### config.mk
export PLATFORM = sky130hd
export DESIGN_NAME = bounded_stack_with_search_stats_flat
export DESIGN_NICKNAME = d
export VERILOG_FILES = /design/src/sv/bss_pkg.sv /design/src/sv/bss_if.sv /design/src/sv/bounded_stack_with_search_stats.sv /design/src/sv/bss_ram.sv /design/src/sv/bss_datapath.sv /design/src/sv/bss_ctrl.sv /design/src/flat_wrapper.sv
export SDC_FILE = /design/constraint.sdc
export NUM_CORES = 1
export LEC_CHECK = 0
export BUFFER_PORTS_ARGS = -buffer_cell sky130_fd_sc_hd__buf_2
export CORE_ASPECT_RATIO = 2
export CORE_MARGIN = 2
export CORE_UTILIZATION = 29
export DETAILED_ROUTE_END_ITERATION = 8
export GPL_ROUTABILITY_DRIVEN = 1
export PLACE_DENSITY = 0.5
export SYNTH_ARGS = -nofsm -noshare
export SYNTH_HDL_FRONTEND = slang
export SYNTH_HIERARCHICAL = 1
export SYNTH_SLANG_ARGS = --single-unit
### constraint.sdc
create_clock -name clk_i -period 5.3 [get_ports clk_i]
set_input_delay 1.59 -clock clk_i [delete_from_list [all_inputs] [get_ports clk_i]]
set_output_delay 1.59 -clock clk_i [all_outputs]
set_load 0.005 [all_outputs]
### src/sv/bss_pkg.sv
`timescale 1ns / 1ps
// ----------------------------------------------------------------------------
// Bounded stack package
// Shared widths, command and status codes, and controller/datapath types.
// ----------------------------------------------------------------------------
package bss_pkg;

  localparam int unsigned DEPTH    = 16;
  localparam int unsigned ADDR_W   = (DEPTH > 1) ? $clog2(DEPTH) : 1;
  localparam int unsigned PTR_W    = $clog2(DEPTH + 1);
  localparam int unsigned CMD_W    = 3;
  localparam int unsigned CODE_W   = 16;
  localparam int unsigned AGE_W    = 8;
  localparam int unsigned ST_W     = 2;
  localparam int unsigned MIN_W    = 17;
  localparam int unsigned ENTRY_W  = CODE_W + AGE_W;
  localparam int unsigned SUM_W    = $clog2(DEPTH * ((1 << AGE_W) - 1) + 1);
  localparam int unsigned DCNT_W   = $clog2(SUM_W);

  localparam logic [MIN_W-1:0] MIN_NONE = MIN_W'(100000);

  typedef enum logic [CMD_W-1:0] {
    CMD_CLEAR  = 3'd0,
    CMD_PUSH   = 3'd1,
    CMD_POP    = 3'd2,
    CMD_SEARCH = 3'd3,
    CMD_SPLIT  = 3'd4,
    CMD_STATS  = 3'd5
  } cmd_e;

  typedef enum logic [ST_W-1:0] {
    ST_OK        = 2'd0,
    ST_FULL      = 2'd1,
    ST_EMPTY     = 2'd2,
    ST_NOT_FOUND = 2'd3
  } status_e;

  typedef struct packed {
    logic [CODE_W-1:0] code;
    logic [AGE_W-1:0]  age;
  } entry_t;

  // One datapath operation per cycle, issued by the controller.
  typedef enum logic [4:0] {
    DP_NONE,
    DP_LOAD,
    DP_CLEAR,
    DP_PUSH,
    DP_FULL,
    DP_EMPTY,
    DP_OK,
    DP_POP_RD,
    DP_POP_CAP,
    DP_SCAN_INIT,
    DP_SRCH_RD,
    DP_SRCH_CHK,
    DP_SRCH_END,
    DP_SPLIT,
    DP_SUM_RD,
    DP_SUM_ACC,
    DP_DIV_INIT,
    DP_DIV_STEP,
    DP_DIV_END,
    DP_EMIT
  } dp_op_e;

  typedef struct packed {
    logic [CMD_W-1:0] cmd;
    logic             full;
    logic             empty;
    logic             scan_done;
    logic             match;
    logic             found;
    logic             div_last;
    logic             out_free;
    logic             res_last;
  } dp_stat_t;

endpackage

### src/sv/bss_if.sv
`timescale 1ns / 1ps
// ----------------------------------------------------------------------------
// Bounded stack channels
// Valid/ready command channel and result channel.
// ----------------------------------------------------------------------------
interface bss_in_if;
  logic                    valid;
  logic                    ready;
  logic [bss_pkg::CMD_W-1:0]  command;
  logic [bss_pkg::CODE_W-1:0] item_code;
  logic [bss_pkg::AGE_W-1:0]  item_age;

  modport source (output valid, output command, output item_code, output item_age,
                  input ready);
  modport sink   (input valid, input command, input item_code, input item_age,
                  output ready);
endinterface

interface bss_out_if;
  logic                       valid;
  logic                       ready;
  logic [bss_pkg::ST_W-1:0]   status;
  logic [bss_pkg::CODE_W-1:0] out_code;
  logic [bss_pkg::AGE_W-1:0]  out_age;
  logic [bss_pkg::PTR_W-1:0]  depth_used;
  logic [bss_pkg::PTR_W-1:0]  second_used;
  logic [bss_pkg::AGE_W-1:0]  max_age_seen;
  logic [bss_pkg::MIN_W-1:0]  min_age_seen;
  logic [bss_pkg::AGE_W-1:0]  mean_age;
  logic                       last;

  modport source (output valid, output status, output out_code, output out_age,
                  output depth_used, output second_used, output max_age_seen,
                  output min_age_seen, output mean_age, output last, input ready);
  modport sink   (input valid, input status, input out_code, input out_age,
                  input depth_used, input second_used, input max_age_seen,
                  input min_age_seen, input mean_age, input last, output ready);
endinterface

### src/sv/bounded_stack_with_search_stats.sv
`timescale 1ns / 1ps
// Each item is loaded, dispatched and emitted: clear, push, split and unknown commands
// go straight to emit, pop reads and captures the top entry first, search checks each
// entry in turn, stats sums every entry and then runs a restoring divider. One item is in
// work at a time; the next is taken the cycle after its last result is registered,
// while that result waits. Reset clears both stack counts, the age maximum to 0 and
// minimum to 100000; the stack memory is not initialized.
// ----------------------------------------------------------------------------
// Bounded stack with search and age statistics
// Top level: controller, datapath and the valid/ready channels.
// ----------------------------------------------------------------------------
module bounded_stack_with_search_stats (
  input  logic      clk_i,
  input  logic      rst_ni,
  bss_in_if.sink    in_i,
  bss_out_if.source out_o
);
  import bss_pkg::*;

  dp_op_e   op;
  dp_stat_t stat;

  bss_ctrl u_ctrl (
    .clk_i     (clk_i),
    .rst_ni    (rst_ni),
    .in_valid_i(in_i.valid),
    .in_ready_o(in_i.ready),
    .stat_i    (stat),
    .op_o      (op)
  );

  bss_datapath u_datapath (
    .clk_i         (clk_i),
    .rst_ni        (rst_ni),
    .op_i          (op),
    .stat_o        (stat),
    .command_i     (in_i.command),
    .item_code_i   (in_i.item_code),
    .item_age_i    (in_i.item_age),
    .out_ready_i   (out_o.ready),
    .out_valid_o   (out_o.valid),
    .status_o      (out_o.status),
    .out_code_o    (out_o.out_code),
    .out_age_o     (out_o.out_age),
    .depth_used_o  (out_o.depth_used),
    .second_used_o (out_o.second_used),
    .max_age_seen_o(out_o.max_age_seen),
    .min_age_seen_o(out_o.min_age_seen),
    .mean_age_o    (out_o.mean_age),
    .last_o        (out_o.last)
  );

endmodule

### src/sv/bss_ram.sv
`timescale 1ns / 1ps
// ----------------------------------------------------------------------------
// Generic RAM
// One write port, one read port with registered read data.
// ----------------------------------------------------------------------------
module bss_ram #(
  parameter int unsigned WIDTH = 24,
  parameter int unsigned DEPTH = 16
) (
  input  logic                                       clk_i,
  input  logic                                       we_i,
  input  logic [((DEPTH > 1) ? $clog2(DEPTH) : 1)-1:0] waddr_i,
  input  logic [WIDTH-1:0]                           wdata_i,
  input  logic [((DEPTH > 1) ? $clog2(DEPTH) : 1)-1:0] raddr_i,
  output logic [WIDTH-1:0]                           rdata_o
);

  logic [WIDTH-1:0] mem_q [DEPTH];
  logic [WIDTH-1:0] rdata_q;

  always_ff @(posedge clk_i) begin
    if (we_i) begin
      mem_q[waddr_i] <= wdata_i;
    end
    rdata_q <= mem_q[raddr_i];
  end

  assign rdata_o = rdata_q;

endmodule

### src/sv/bss_datapath.sv
`timescale 1ns / 1ps
// ----------------------------------------------------------------------------
// Bounded stack datapath
// Stack memory, pointers, age extremes, scan and divide registers, and the
// result output register.
// ----------------------------------------------------------------------------
module bss_datapath (
  input  logic                       clk_i,
  input  logic                       rst_ni,
  input  bss_pkg::dp_op_e            op_i,
  output bss_pkg::dp_stat_t          stat_o,
  input  logic [bss_pkg::CMD_W-1:0]  command_i,
  input  logic [bss_pkg::CODE_W-1:0] item_code_i,
  input  logic [bss_pkg::AGE_W-1:0]  item_age_i,
  input  logic                       out_ready_i,
  output logic                       out_valid_o,
  output logic [bss_pkg::ST_W-1:0]   status_o,
  output logic [bss_pkg::CODE_W-1:0] out_code_o,
  output logic [bss_pkg::AGE_W-1:0]  out_age_o,
  output logic [bss_pkg::PTR_W-1:0]  depth_used_o,
  output logic [bss_pkg::PTR_W-1:0]  second_used_o,
  output logic [bss_pkg::AGE_W-1:0]  max_age_seen_o,
  output logic [bss_pkg::MIN_W-1:0]  min_age_seen_o,
  output logic [bss_pkg::AGE_W-1:0]  mean_age_o,
  output logic                       last_o
);
  import bss_pkg::*;

  // Latched command.
  logic [CMD_W-1:0]  cmd_q, cmd_d;
  logic [CODE_W-1:0] code_q, code_d;
  logic [AGE_W-1:0]  age_q, age_d;

  // Architectural state. The second stack's contents are never read back,
  // so only its fill count is kept.
  logic [PTR_W-1:0]  main_top_q, main_top_d;
  logic [PTR_W-1:0]  sec_top_q, sec_top_d;
  logic [AGE_W-1:0]  max_q, max_d;
  logic [MIN_W-1:0]  min_q, min_d;

  // Scan, search and divide state.
  logic [PTR_W-1:0]  idx_q, idx_d;
  logic              found_q, found_d;
  entry_t            pend_q, pend_d;
  logic [SUM_W-1:0]  sum_q, sum_d;
  logic [SUM_W-1:0]  dvd_q, dvd_d;
  logic [PTR_W-1:0]  rem_q, rem_d;
  logic [DCNT_W-1:0] dcnt_q, dcnt_d;

  // Prepared result.
  status_e           res_st_q, res_st_d;
  entry_t            res_ent_q, res_ent_d;
  logic [AGE_W-1:0]  res_mean_q, res_mean_d;
  logic              res_last_q, res_last_d;

  // Output register.
  logic              ov_q, ov_d;
  status_e           o_st_q, o_st_d;
  entry_t            o_ent_q, o_ent_d;
  logic [PTR_W-1:0]  o_depth_q, o_depth_d;
  logic [PTR_W-1:0]  o_sec_q, o_sec_d;
  logic [AGE_W-1:0]  o_max_q, o_max_d;
  logic [MIN_W-1:0]  o_min_q, o_min_d;
  logic [AGE_W-1:0]  o_mean_q, o_mean_d;
  logic              o_last_q, o_last_d;

  // Memory port.
  logic              we;
  logic [ADDR_W-1:0] raddr;
  entry_t            rdata;
  logic [ENTRY_W-1:0] rdata_raw;

  logic [PTR_W-1:0]  top_m1;
  logic [PTR_W-1:0]  half;
  logic [PTR_W-1:0]  room;
  logic [PTR_W-1:0]  moved;
  logic [PTR_W:0]    div_tmp;
  logic              div_ge;
  logic              out_free;

  assign rdata    = entry_t'(rdata_raw);
  assign top_m1   = main_top_q - PTR_W'(1);
  assign half     = main_top_q >> 1;
  assign room     = PTR_W'(DEPTH) - sec_top_q;
  assign moved    = (half > room) ? room : half;
  assign div_tmp  = {rem_q, dvd_q[SUM_W-1]};
  assign div_ge   = (div_tmp >= {1'b0, main_top_q});
  assign out_free = !ov_q || out_ready_i;

  bss_ram #(
    .WIDTH(ENTRY_W),
    .DEPTH(DEPTH)
  ) u_main_ram (
    .clk_i  (clk_i),
    .we_i   (we),
    .waddr_i(main_top_q[ADDR_W-1:0]),
    .wdata_i({code_q, age_q}),
    .raddr_i(raddr),
    .rdata_o(rdata_raw)
  );

  always_comb begin
    cmd_d      = cmd_q;
    code_d     = code_q;
    age_d      = age_q;
    main_top_d = main_top_q;
    sec_top_d  = sec_top_q;
    max_d      = max_q;
    min_d      = min_q;
    idx_d      = idx_q;
    found_d    = found_q;
    pend_d     = pend_q;
    sum_d      = sum_q;
    dvd_d      = dvd_q;
    rem_d      = rem_q;
    dcnt_d     = dcnt_q;
    res_st_d   = res_st_q;
    res_ent_d  = res_ent_q;
    res_mean_d = res_mean_q;
    res_last_d = res_last_q;
    ov_d       = ov_q && !out_ready_i;
    o_st_d     = o_st_q;
    o_ent_d    = o_ent_q;
    o_depth_d  = o_depth_q;
    o_sec_d    = o_sec_q;
    o_max_d    = o_max_q;
    o_min_d    = o_min_q;
    o_mean_d   = o_mean_q;
    o_last_d   = o_last_q;
    we         = 1'b0;
    raddr      = idx_q[ADDR_W-1:0];

    case (op_i)
      DP_LOAD: begin
        cmd_d  = command_i;
        code_d = item_code_i;
        age_d  = item_age_i;
      end
      DP_CLEAR, DP_OK, DP_FULL, DP_EMPTY, DP_PUSH: begin
        res_st_d   = (op_i == DP_FULL) ? ST_FULL : ((op_i == DP_EMPTY) ? ST_EMPTY : ST_OK);
        res_ent_d  = '0;
        res_mean_d = '0;
        res_last_d = 1'b1;
        if (op_i == DP_CLEAR) begin
          main_top_d = '0;
        end
        if (op_i == DP_PUSH) begin
          we         = 1'b1;
          main_top_d = main_top_q + PTR_W'(1);
          if (MIN_W'(age_q) < min_q) begin
            min_d = MIN_W'(age_q);
          end
          if (age_q > max_q) begin
            max_d = age_q;
          end
        end
      end
      DP_POP_RD: begin
        raddr      = top_m1[ADDR_W-1:0];
        main_top_d = top_m1;
      end
      DP_POP_CAP: begin
        res_st_d   = ST_OK;
        res_ent_d  = rdata;
        res_mean_d = '0;
        res_last_d = 1'b1;
      end
      DP_SCAN_INIT: begin
        idx_d   = '0;
        found_d = 1'b0;
        sum_d   = '0;
      end
      DP_SRCH_RD, DP_SUM_RD: begin
        raddr = idx_q[ADDR_W-1:0];
      end
      DP_SRCH_CHK: begin
        idx_d = idx_q + PTR_W'(1);
        // A match is held back until the next one shows whether it is the last.
        if (rdata.code == code_q) begin
          pend_d  = rdata;
          found_d = 1'b1;
          if (found_q) begin
            res_st_d   = ST_OK;
            res_ent_d  = pend_q;
            res_mean_d = '0;
            res_last_d = 1'b0;
          end
        end
      end
      DP_SRCH_END: begin
        res_st_d   = found_q ? ST_OK : ST_NOT_FOUND;
        res_ent_d  = found_q ? pend_q : '0;
        res_mean_d = '0;
        res_last_d = 1'b1;
      end
      DP_SPLIT: begin
        // Half of the entries leave the main stack; those that do not fit on
        // the second stack are dropped.
        main_top_d = main_top_q - half;
        sec_top_d  = sec_top_q + moved;
        res_st_d   = (half > room) ? ST_FULL : ST_OK;
        res_ent_d  = '0;
        res_mean_d = '0;
        res_last_d = 1'b1;
      end
      DP_SUM_ACC: begin
        sum_d = sum_q + SUM_W'(rdata.age);
        idx_d = idx_q + PTR_W'(1);
      end
      DP_DIV_INIT: begin
        dvd_d  = sum_q;
        rem_d  = '0;
        dcnt_d = '0;
      end
      DP_DIV_STEP: begin
        // Restoring division, one quotient bit per cycle.
        rem_d  = div_ge ? PTR_W'(div_tmp - {1'b0, main_top_q}) : div_tmp[PTR_W-1:0];
        dvd_d  = {dvd_q[SUM_W-2:0], div_ge};
        dcnt_d = dcnt_q + DCNT_W'(1);
      end
      DP_DIV_END: begin
        res_st_d   = ST_OK;
        res_ent_d  = '0;
        res_mean_d = dvd_q[AGE_W-1:0];
        res_last_d = 1'b1;
      end
      DP_EMIT: begin
        ov_d      = 1'b1;
        o_st_d    = res_st_q;
        o_ent_d   = res_ent_q;
        o_depth_d = main_top_q;
        o_sec_d   = sec_top_q;
        o_max_d   = max_q;
        o_min_d   = min_q;
        o_mean_d  = res_mean_q;
        o_last_d  = res_last_q;
      end
      default: begin
      end
    endcase
  end

  always_ff @(posedge clk_i or negedge rst_ni) begin
    if (!rst_ni) begin
      main_top_q <= '0;
      sec_top_q  <= '0;
      max_q      <= '0;
      min_q      <= MIN_NONE;
      idx_q      <= '0;
      found_q    <= 1'b0;
      dcnt_q     <= '0;
      res_last_q <= 1'b1;
      ov_q       <= 1'b0;
    end else begin
      main_top_q <= main_top_d;
      sec_top_q  <= sec_top_d;
      max_q      <= max_d;
      min_q      <= min_d;
      idx_q      <= idx_d;
      found_q    <= found_d;
      dcnt_q     <= dcnt_d;
      res_last_q <= res_last_d;
      ov_q       <= ov_d;
    end
  end

  always_ff @(posedge clk_i) begin
    cmd_q      <= cmd_d;
    code_q     <= code_d;
    age_q      <= age_d;
    pend_q     <= pend_d;
    sum_q      <= sum_d;
    dvd_q      <= dvd_d;
    rem_q      <= rem_d;
    res_st_q   <= res_st_d;
    res_ent_q  <= res_ent_d;
    res_mean_q <= res_mean_d;
    o_st_q     <= o_st_d;
    o_ent_q    <= o_ent_d;
    o_depth_q  <= o_depth_d;
    o_sec_q    <= o_sec_d;
    o_max_q    <= o_max_d;
    o_min_q    <= o_min_d;
    o_mean_q   <= o_mean_d;
    o_last_q   <= o_last_d;
  end

  always_comb begin
    stat_o.cmd       = cmd_q;
    stat_o.full      = (main_top_q == PTR_W'(DEPTH));
    stat_o.empty     = (main_top_q == '0);
    stat_o.scan_done = (idx_q == main_top_q);
    stat_o.match     = (rdata.code == code_q);
    stat_o.found     = found_q;
    stat_o.div_last  = (dcnt_q == DCNT_W'(SUM_W - 1));
    stat_o.out_free  = out_free;
    stat_o.res_last  = res_last_q;
  end

  assign out_valid_o    = ov_q;
  assign status_o       = o_st_q;
  assign out_code_o     = o_ent_q.code;
  assign out_age_o      = o_ent_q.age;
  assign depth_used_o   = o_depth_q;
  assign second_used_o  = o_sec_q;
  assign max_age_seen_o = o_max_q;
  assign min_age_seen_o = o_min_q;
  assign mean_age_o     = o_mean_q;
  assign last_o         = o_last_q;

endmodule

### src/sv/bss_ctrl.sv
`timescale 1ns / 1ps
// ----------------------------------------------------------------------------
// Bounded stack controller
// Sequences each command through datapath operations, one item at a time.
// ----------------------------------------------------------------------------
module bss_ctrl (
  input  logic              clk_i,
  input  logic              rst_ni,
  input  logic              in_valid_i,
  output logic              in_ready_o,
  input  bss_pkg::dp_stat_t stat_i,
  output bss_pkg::dp_op_e   op_o
);
  import bss_pkg::*;

  typedef enum logic [3:0] {
    S_IDLE,
    S_DISP,
    S_POP_CAP,
    S_SRCH_RD,
    S_SRCH_CHK,
    S_SUM_RD,
    S_SUM_ACC,
    S_DIV,
    S_DIV_END,
    S_EMIT
  } state_e;

  state_e state_q, state_d;

  always_comb begin
    state_d = state_q;
    op_o    = DP_NONE;
    case (state_q)
      S_IDLE: begin
        if (in_valid_i) begin
          op_o    = DP_LOAD;
          state_d = S_DISP;
        end
      end
      S_DISP: begin
        state_d = S_EMIT;
        case (stat_i.cmd)
          CMD_CLEAR: op_o = DP_CLEAR;
          CMD_PUSH:  op_o = stat_i.full ? DP_FULL : DP_PUSH;
          CMD_POP: begin
            if (stat_i.empty) begin
              op_o = DP_EMPTY;
            end else begin
              op_o    = DP_POP_RD;
              state_d = S_POP_CAP;
            end
          end
          CMD_SEARCH: begin
            op_o    = DP_SCAN_INIT;
            state_d = S_SRCH_RD;
          end
          CMD_SPLIT: op_o = DP_SPLIT;
          CMD_STATS: begin
            if (stat_i.empty) begin
              op_o = DP_EMPTY;
            end else begin
              op_o    = DP_SCAN_INIT;
              state_d = S_SUM_RD;
            end
          end
          default: op_o = DP_OK;
        endcase
      end
      S_POP_CAP: begin
        op_o    = DP_POP_CAP;
        state_d = S_EMIT;
      end
      S_SRCH_RD: begin
        if (stat_i.scan_done) begin
          op_o    = DP_SRCH_END;
          state_d = S_EMIT;
        end else begin
          op_o    = DP_SRCH_RD;
          state_d = S_SRCH_CHK;
        end
      end
      S_SRCH_CHK: begin
        op_o    = DP_SRCH_CHK;
        state_d = (stat_i.match && stat_i.found) ? S_EMIT : S_SRCH_RD;
      end
      S_SUM_RD: begin
        if (stat_i.scan_done) begin
          op_o    = DP_DIV_INIT;
          state_d = S_DIV;
        end else begin
          op_o    = DP_SUM_RD;
          state_d = S_SUM_ACC;
        end
      end
      S_SUM_ACC: begin
        op_o    = DP_SUM_ACC;
        state_d = S_SUM_RD;
      end
      S_DIV: begin
        op_o = DP_DIV_STEP;
        if (stat_i.div_last) begin
          state_d = S_DIV_END;
        end
      end
      S_DIV_END: begin
        op_o    = DP_DIV_END;
        state_d = S_EMIT;
      end
      S_EMIT: begin
        if (stat_i.out_free) begin
          op_o    = DP_EMIT;
          // A search result that is not the last resumes the scan.
          state_d = stat_i.res_last ? S_IDLE : S_SRCH_RD;
        end
      end
      default: state_d = S_IDLE;
    endcase
  end

  always_ff @(posedge clk_i or negedge rst_ni) begin
    if (!rst_ni) begin
      state_q <= S_IDLE;
    end else begin
      state_q <= state_d;
    end
  end

  assign in_ready_o = (state_q == S_IDLE);

endmodule

### src/flat_wrapper.sv
// flat-port wrapper written by rule: the top's interface ports become plain ports
module bounded_stack_with_search_stats_flat import bss_pkg::*;
  (clk_i, rst_ni, in_i_valid, in_i_command, in_i_item_code, in_i_item_age, in_i_ready, out_o_valid, out_o_status, out_o_out_code, out_o_out_age, out_o_depth_used, out_o_second_used, out_o_max_age_seen, out_o_min_age_seen, out_o_mean_age, out_o_last, out_o_ready);
  bss_in_if in_i_i ();
  bss_out_if out_o_i ();
  input  logic clk_i;
  input  logic rst_ni;
  input wire logic [$bits(in_i_i.valid)-1:0] in_i_valid;
  input wire logic [$bits(in_i_i.command)-1:0] in_i_command;
  input wire logic [$bits(in_i_i.item_code)-1:0] in_i_item_code;
  input wire logic [$bits(in_i_i.item_age)-1:0] in_i_item_age;
  output wire logic [$bits(in_i_i.ready)-1:0] in_i_ready;
  output wire logic [$bits(out_o_i.valid)-1:0] out_o_valid;
  output wire logic [$bits(out_o_i.status)-1:0] out_o_status;
  output wire logic [$bits(out_o_i.out_code)-1:0] out_o_out_code;
  output wire logic [$bits(out_o_i.out_age)-1:0] out_o_out_age;
  output wire logic [$bits(out_o_i.depth_used)-1:0] out_o_depth_used;
  output wire logic [$bits(out_o_i.second_used)-1:0] out_o_second_used;
  output wire logic [$bits(out_o_i.max_age_seen)-1:0] out_o_max_age_seen;
  output wire logic [$bits(out_o_i.min_age_seen)-1:0] out_o_min_age_seen;
  output wire logic [$bits(out_o_i.mean_age)-1:0] out_o_mean_age;
  output wire logic [$bits(out_o_i.last)-1:0] out_o_last;
  input wire logic [$bits(out_o_i.ready)-1:0] out_o_ready;
  assign in_i_i.valid = in_i_valid;
  assign in_i_i.command = in_i_command;
  assign in_i_i.item_code = in_i_item_code;
  assign in_i_i.item_age = in_i_item_age;
  assign in_i_ready = in_i_i.ready;
  assign out_o_valid = out_o_i.valid;
  assign out_o_status = out_o_i.status;
  assign out_o_out_code = out_o_i.out_code;
  assign out_o_out_age = out_o_i.out_age;
  assign out_o_depth_used = out_o_i.depth_used;
  assign out_o_second_used = out_o_i.second_used;
  assign out_o_max_age_seen = out_o_i.max_age_seen;
  assign out_o_min_age_seen = out_o_i.min_age_seen;
  assign out_o_mean_age = out_o_i.mean_age;
  assign out_o_last = out_o_i.last;
  assign out_o_i.ready = out_o_ready;
  bounded_stack_with_search_stats u_core (.clk_i(clk_i), .rst_ni(rst_ni), .in_i(in_i_i), .out_o(out_o_i));
endmodule
# After elaboration in Yosys (flattened, before gate mapping)
# Memory sizes are Yosys's and may differ from the RTL's. A register that Yosys moved wholly into a read port is not among the register bits.
# Index checks and enable logic that the tools add are counted.
dict set report op_classes {
  addsub 9
  order_cmp 4
  n_eq_ne 41
  muxes 55
  reduce_logical 34
}
# cell n
set ops {}
lappend ops {{$pmux 24 s4} 1}
lappend ops {{$mux 24} 3}
lappend ops {{$pmux 5 s10} 1}
lappend ops {{$pmux 12 s2} 2}
lappend ops {{$mux 4} 9}
lappend ops {{$pmux 4 s9} 1}
lappend ops {{$eq 5x4->1 const B} 6}
lappend ops {{$mux 5} 6}
lappend ops {{$pmux 5 s6} 1}
lappend ops {{$eq 5x5->1 const B} 5}
lappend ops {{$pmux 8 s3} 1}
lappend ops {{$reduce_and 3->1} 7}
lappend ops {{$eq 5x3->1 const B} 4}
lappend ops {{$pmux 5 s2} 2}
lappend ops {{$lt 8x17->1} 1}
lappend ops {{$eq 16x16->1} 1}
lappend ops {{$eq 4x3->1 const B} 4}
lappend ops {{$mux 8} 2}
lappend ops {{$pmux 5 s3} 1}
lappend ops {{$mux 2} 7}
lappend ops {{$add 12x8->12} 1}
lappend ops {{$eq 4x4->1 const B} 3}
lappend ops {{$pmux 4 s3} 1}
lappend ops {{$mux 1} 11}
lappend ops {{other kinds (41)} 62}
dict set report word_totals {
  register_bits 225
  mem_bits_rw 384
  in_bits 31
  output_inout_bits 72
  elab_cells 175
  mem_count 1
}
# memory words width rd rd_clocked_by_memory_dff write_ports line_no
set mem_list {}
lappend mem_list {u_core.u_datapath.u_main_ram.mem_q 16 24 1 1 1 bss_ram.sv:18} ;# logic [WIDTH-1:0] mem_q [DEPTH];

# Depth between registers and ports, before layout
dict set report logic_depth {
  ltp_word 9
  mapped_depth 20
  ltp_nobuf 14
}

# Hierarchy
# Netlist, hierarchy kept.
# module instances cells_each area_each_um2 seq_area_each_um2
set by_module_without_submodules {}
lappend by_module_without_submodules {bss_ram 1 636 14930.6 12011.5}
lappend by_module_without_submodules {bss_datapath 1 725 9795.6 6266.0}
lappend by_module_without_submodules {bss_ctrl 1 94 674.4 100.1}

# Worst setup path before layout
# OpenSTA, ideal clock, no wires.
dict set report synth_path {
  kind {input port to flip-flop}
  from {in out_o_ready}
  to {reg u_core.u_datapath.o_depth_q[0], in the netlist u_core/u_datapath/depth_used_o[0], enable pin}
  setup_time_ps 482
  t_arrival_ps 5334
  required_time_ps 4818
  slack_ps -516
  path_stages 7
  n_path_buf 1
  path_cell_list {nand2b_1 buf_4 nand2_1 a21o_1 a221oi_1 nand2_1 nor2_1}
}
# element line_no
set synth_lines {}
lappend synth_lines {{start: declaration} flat_wrapper.sv:23} ;# input wire logic [$bits(out_o_i.ready)-1:0] out_o_ready;
lappend synth_lines {{end signal: assignment} bss_datapath.sv:280} ;# o_depth_q <= o_depth_d;
lappend synth_lines {{end: declaration} bss_datapath.sv:60} ;# logic [PTR_W-1:0] o_depth_q, o_depth_d;

==> results.yml <==
clock_network:
  cts_max_level: 2
  max-clock-path-buffers: 3
  clk_pin_slew_ns: 0.08
  cts_root_buf: "clkbuf_16"
  cts_tree: "built"
  cts.sinks: 627
  insertion_delay_ns: 0.62
  cts_hold_buf: 0
  cts_buffers: 55
  post-cts-setup-buffers: 0
  cts_resized: 0
synthesis:
  yosysSeqAreaShare: 0.724
  synthFlopType: "edfxtp_1"
  synth-edff-count: 560
  syn_area_um2: 25400
  yosysWarnings: 6
  ys_ff_latch: 627
  netlist.area_leader.share: 0.662
  yosysTopAreaCell: "edfxtp_1"
  yosysUniqueCellTypes: 84
  synth_area_per_cell_um2: 17.5
  synth-async-reset-ratio: 0.0686
  synthCells: 1455
  yosys-top-cells-area: "edfxtp_1 (66%), mux4_2 (8.5%), dfrtp_1 (3.8%)"
finish:
  fin_cells: 2821
  n_fill_cell: 8338
  syn_to_final_growth_pct: 16.1
  antenna_cells: 0
  layout.nets: 1699
  drive_gt1_frac: 0.248
  final_area_um2: 29500
  post-route-util: 0.339
sta:
  hold_viol: 0
  fin_tns_setup_ns: 0
  rsz0062_at_grt: "false"
  slew_headroom: 0.143
  fin_crit_ns: 4.79
  final-setup-viol-count: 0
  finClkSkew_ns: 0.0313
  drv_slew: 0
  worst_pin_slew_ns: 1.28
  whs_ns: 0.419
  max_freq_mhz: 209
  finalCritPeriodShare: 0.904
detailed_routing:
  vias: 13300
  drc: 0
  viasPerCell: 4.72
  wl_per_cell_um: 21.4
  drtIter0Drc: 785
  ant_nets: 0
  drt_first_pass_iters: 5
  totalWireLength_mm: 60.5
worst_setup_path:
  critPathSlowestCell: "o21ai_4"
  worst-path-buf-inv: 2
  cp_max_fo: 21
  worst-setup-path-type: "reg2reg"
  crit_chain: "inv_1, ha_1, and3_1, nor2b_1, o31ai_1, a21o_1, a221oi_1, and3b_2, nand3b_1, o21ai_4, buf_12, mux4_2, a22oi_1, nand2_1"
  critPathRequiredTime_ns: 5.80
  crit_arrival_ns: 5.29
  critPathMaxStageDelay_ns: 1.00
  cp-end-kind: "flop"
  path_delay_family: "compound AO/OA/AOI/OAI gates"
  start_kind: "flop"
global_routing:
  grt_overflow: 0
  grt_pass1_vias: 14200
  grt.total_usage: 0.135
  grt_start_max_net_pins: 44
  grt_pass1_wl_mm: 90.4
  antenna_found_initial: 0
die:
  die_x_um: 213
  core_um2: 86900
  ios: 103
  fp.dieArea_um2: 90100
  core.rowCount: 153
  dieHeight_um: 423
  initial_utilization: 0.292
pwr:
  ir_drop_uv: 303
  p_per_area_nw_per_um2: 616
  leakage_nw: 9.93
status:
  status: "completed"
placement:
  place_congestion: 0.784
  portBuffers: 97
  dp_hpwl_mm: 37.7
  placed_cell_area_um2: 27700
  dp_cells: 2718
worst_hold_path:
  hold_path_class: "reg2reg"
flow_run:
  maxCapViolCount: 0
-- per-stage QoR --
step                worst slack, ns  power [mW]
finish                        0.510        18.2
global route                  0.197        19.3
CTS                           0.396        18.5
detailed placement           0.0154        14.5
global placement             0.0654        14.3
floorplan                     0.212        12.2
-- final timing paths --
kind / cells after the start / from / to / slack, ns
worst max register to register: 14 / u_core/u_datapath/main_top_q[3]$_DFFE_PN0P_ / u_core/u_datapath/u_main_ram/rdata_o[13]$_DFF_P_ / 0.51
worst min-delay path: 0 / u_core/u_datapath/res_ent_q[6]$_DFFE_PP_ / u_core/u_datapath/out_age_o[6]$_DFFE_PP_ / 0.42
worst max-delay path: 14 / u_core/u_datapath/main_top_q[3]$_DFFE_PN0P_ / u_core/u_datapath/u_main_ram/rdata_o[13]$_DFF_P_ / 0.51
worst min register to register: 0 / u_core/u_datapath/res_ent_q[6]$_DFFE_PP_ / u_core/u_datapath/out_age_o[6]$_DFFE_PP_ / 0.42
min in group asynchronous: 2 / rst_ni / u_core/u_datapath/min_q[2]$_DFFE_PN0P_ / 1.07
max in group asynchronous: 2 / rst_ni / u_core/u_datapath/dcnt_q[2]$_DFFE_PN0P_ / 3.79
-- layout by cell type (no fill, tap or decap), types with 26 or more instances in the layout --
master / instances
clkbuf_16: 55
a22o_1: 26
o21ai_0: 34
buf_2: 97
edfxtp_1: 560
a21oi_1: 31
nor2_1: 39
dfrtp_1: 39
a22oi_1: 49
mux4_2: 96
inv_1: 34
nand2_1: 102
ha_1: 51
buf_4: 57
-- synthesized netlist by cell type (14+ instances only) --
master / count
edfxtp_1: 560
nand2_1: 102
mux4_2: 96
nor2_1: 54
ha_1: 51
a22oi_1: 49
dfrtp_1: 39
o21ai_0: 36
inv_1: 34
a21oi_1: 31
a22o_1: 26
dfxtp_1: 24
xnor2_1: 24
clkbuf_1: 22
nor3_1: 22
buf_2: 21
nor2b_1: 21
nand3_1: 20
mux2_2: 18
buf_4: 14
xor2_1: 14
-- worst reg2reg max path, delay by kind of cell (launching register included) --
kind / cells / cell delay [ns]
AOI/OAI and AO/OA: 5 / 1.95
buffers and inverters: 2 / 0.56
and+or+nand+nor: 5 / 0.86
adders and majority gates: 1 / 0.29
muxes: 1 / 0.52
DFF: 1 / 0.52
-- report_power, final --
group          switching, mW  leakage (nW)  internal [mW]
registers              0.935          5.82           7.09
clock network           1.82         0.851           2.16
logic                   3.49          3.26           2.68
total                   6.24          9.93           11.9
-- metal layers --
metal,track usage,routed length (um),vias up
li1,-,-,6020
met1,0.145,22400,6952
met2,0.268,34400,256
met3,0.0145,1810,95
met4,0.0468,1830,0
met5,0,0,-
-- registers in the layout, indices dropped and copies added (netlist names), 8 cells and up --
name and count:
u_core/u_datapath/dvd_q 12, u_core/u_datapath/out_code_o 16, u_core/u_datapath/pend_q 24, u_core/u_datapath/sum_q 12, u_core/u_datapath/code_q 16, u_core/u_datapath/max_age_seen_o 8
u_core/u_datapath/age_q 8, u_core/u_datapath/out_age_o 8, u_core/u_datapath/max_q 8, u_core/u_datapath/res_ent_q 24, u_core/u_datapath/u_main_ram/rdata_o 24, u_core/u_datapath/min_age_seen_o 9
u_core/u_datapath/min_q 9, u_core/u_datapath/mean_age_o 8, u_core/u_datapath/res_mean_q 8, u_core/u_datapath/u_main_ram/mem_q 384
-- cells by family (layout without fill, tap and decap cells) --
logic type / Yosys count / after routing / synth area share
flip-flops: 627 / 627 / 0.724
other: 1 / 5 / 0.000148
XOR/XNOR: 38 / 38 / 0.0131
multiplexers: 121 / 121 / 0.0959
AND/OR/NAND/NOR: 296 / 296 / 0.0587
AO/OA/AOI/OAI: 211 / 211 / 0.0584
adder cells (fa/ha/maj): 55 / 55 / 0.0283
buffers and inverters: 106 / 306 / 0.0220
-- cell type report --
cell class | count | area, um2 | area share
multi-input cells | 726 | 6620 | 0.224
inverters | 37 | 139 | 0.00471
flip-flops and latches | 627 | 18400 | 0.623
clock buffers | 84 | 1540 | 0.0520
well taps | 1162 | 1450 | 0.0493
repair buffers | 166 | 1150 | 0.0391
clock inverters | 19 | 218 | 0.00738
(Power assumes the default switching activity.)
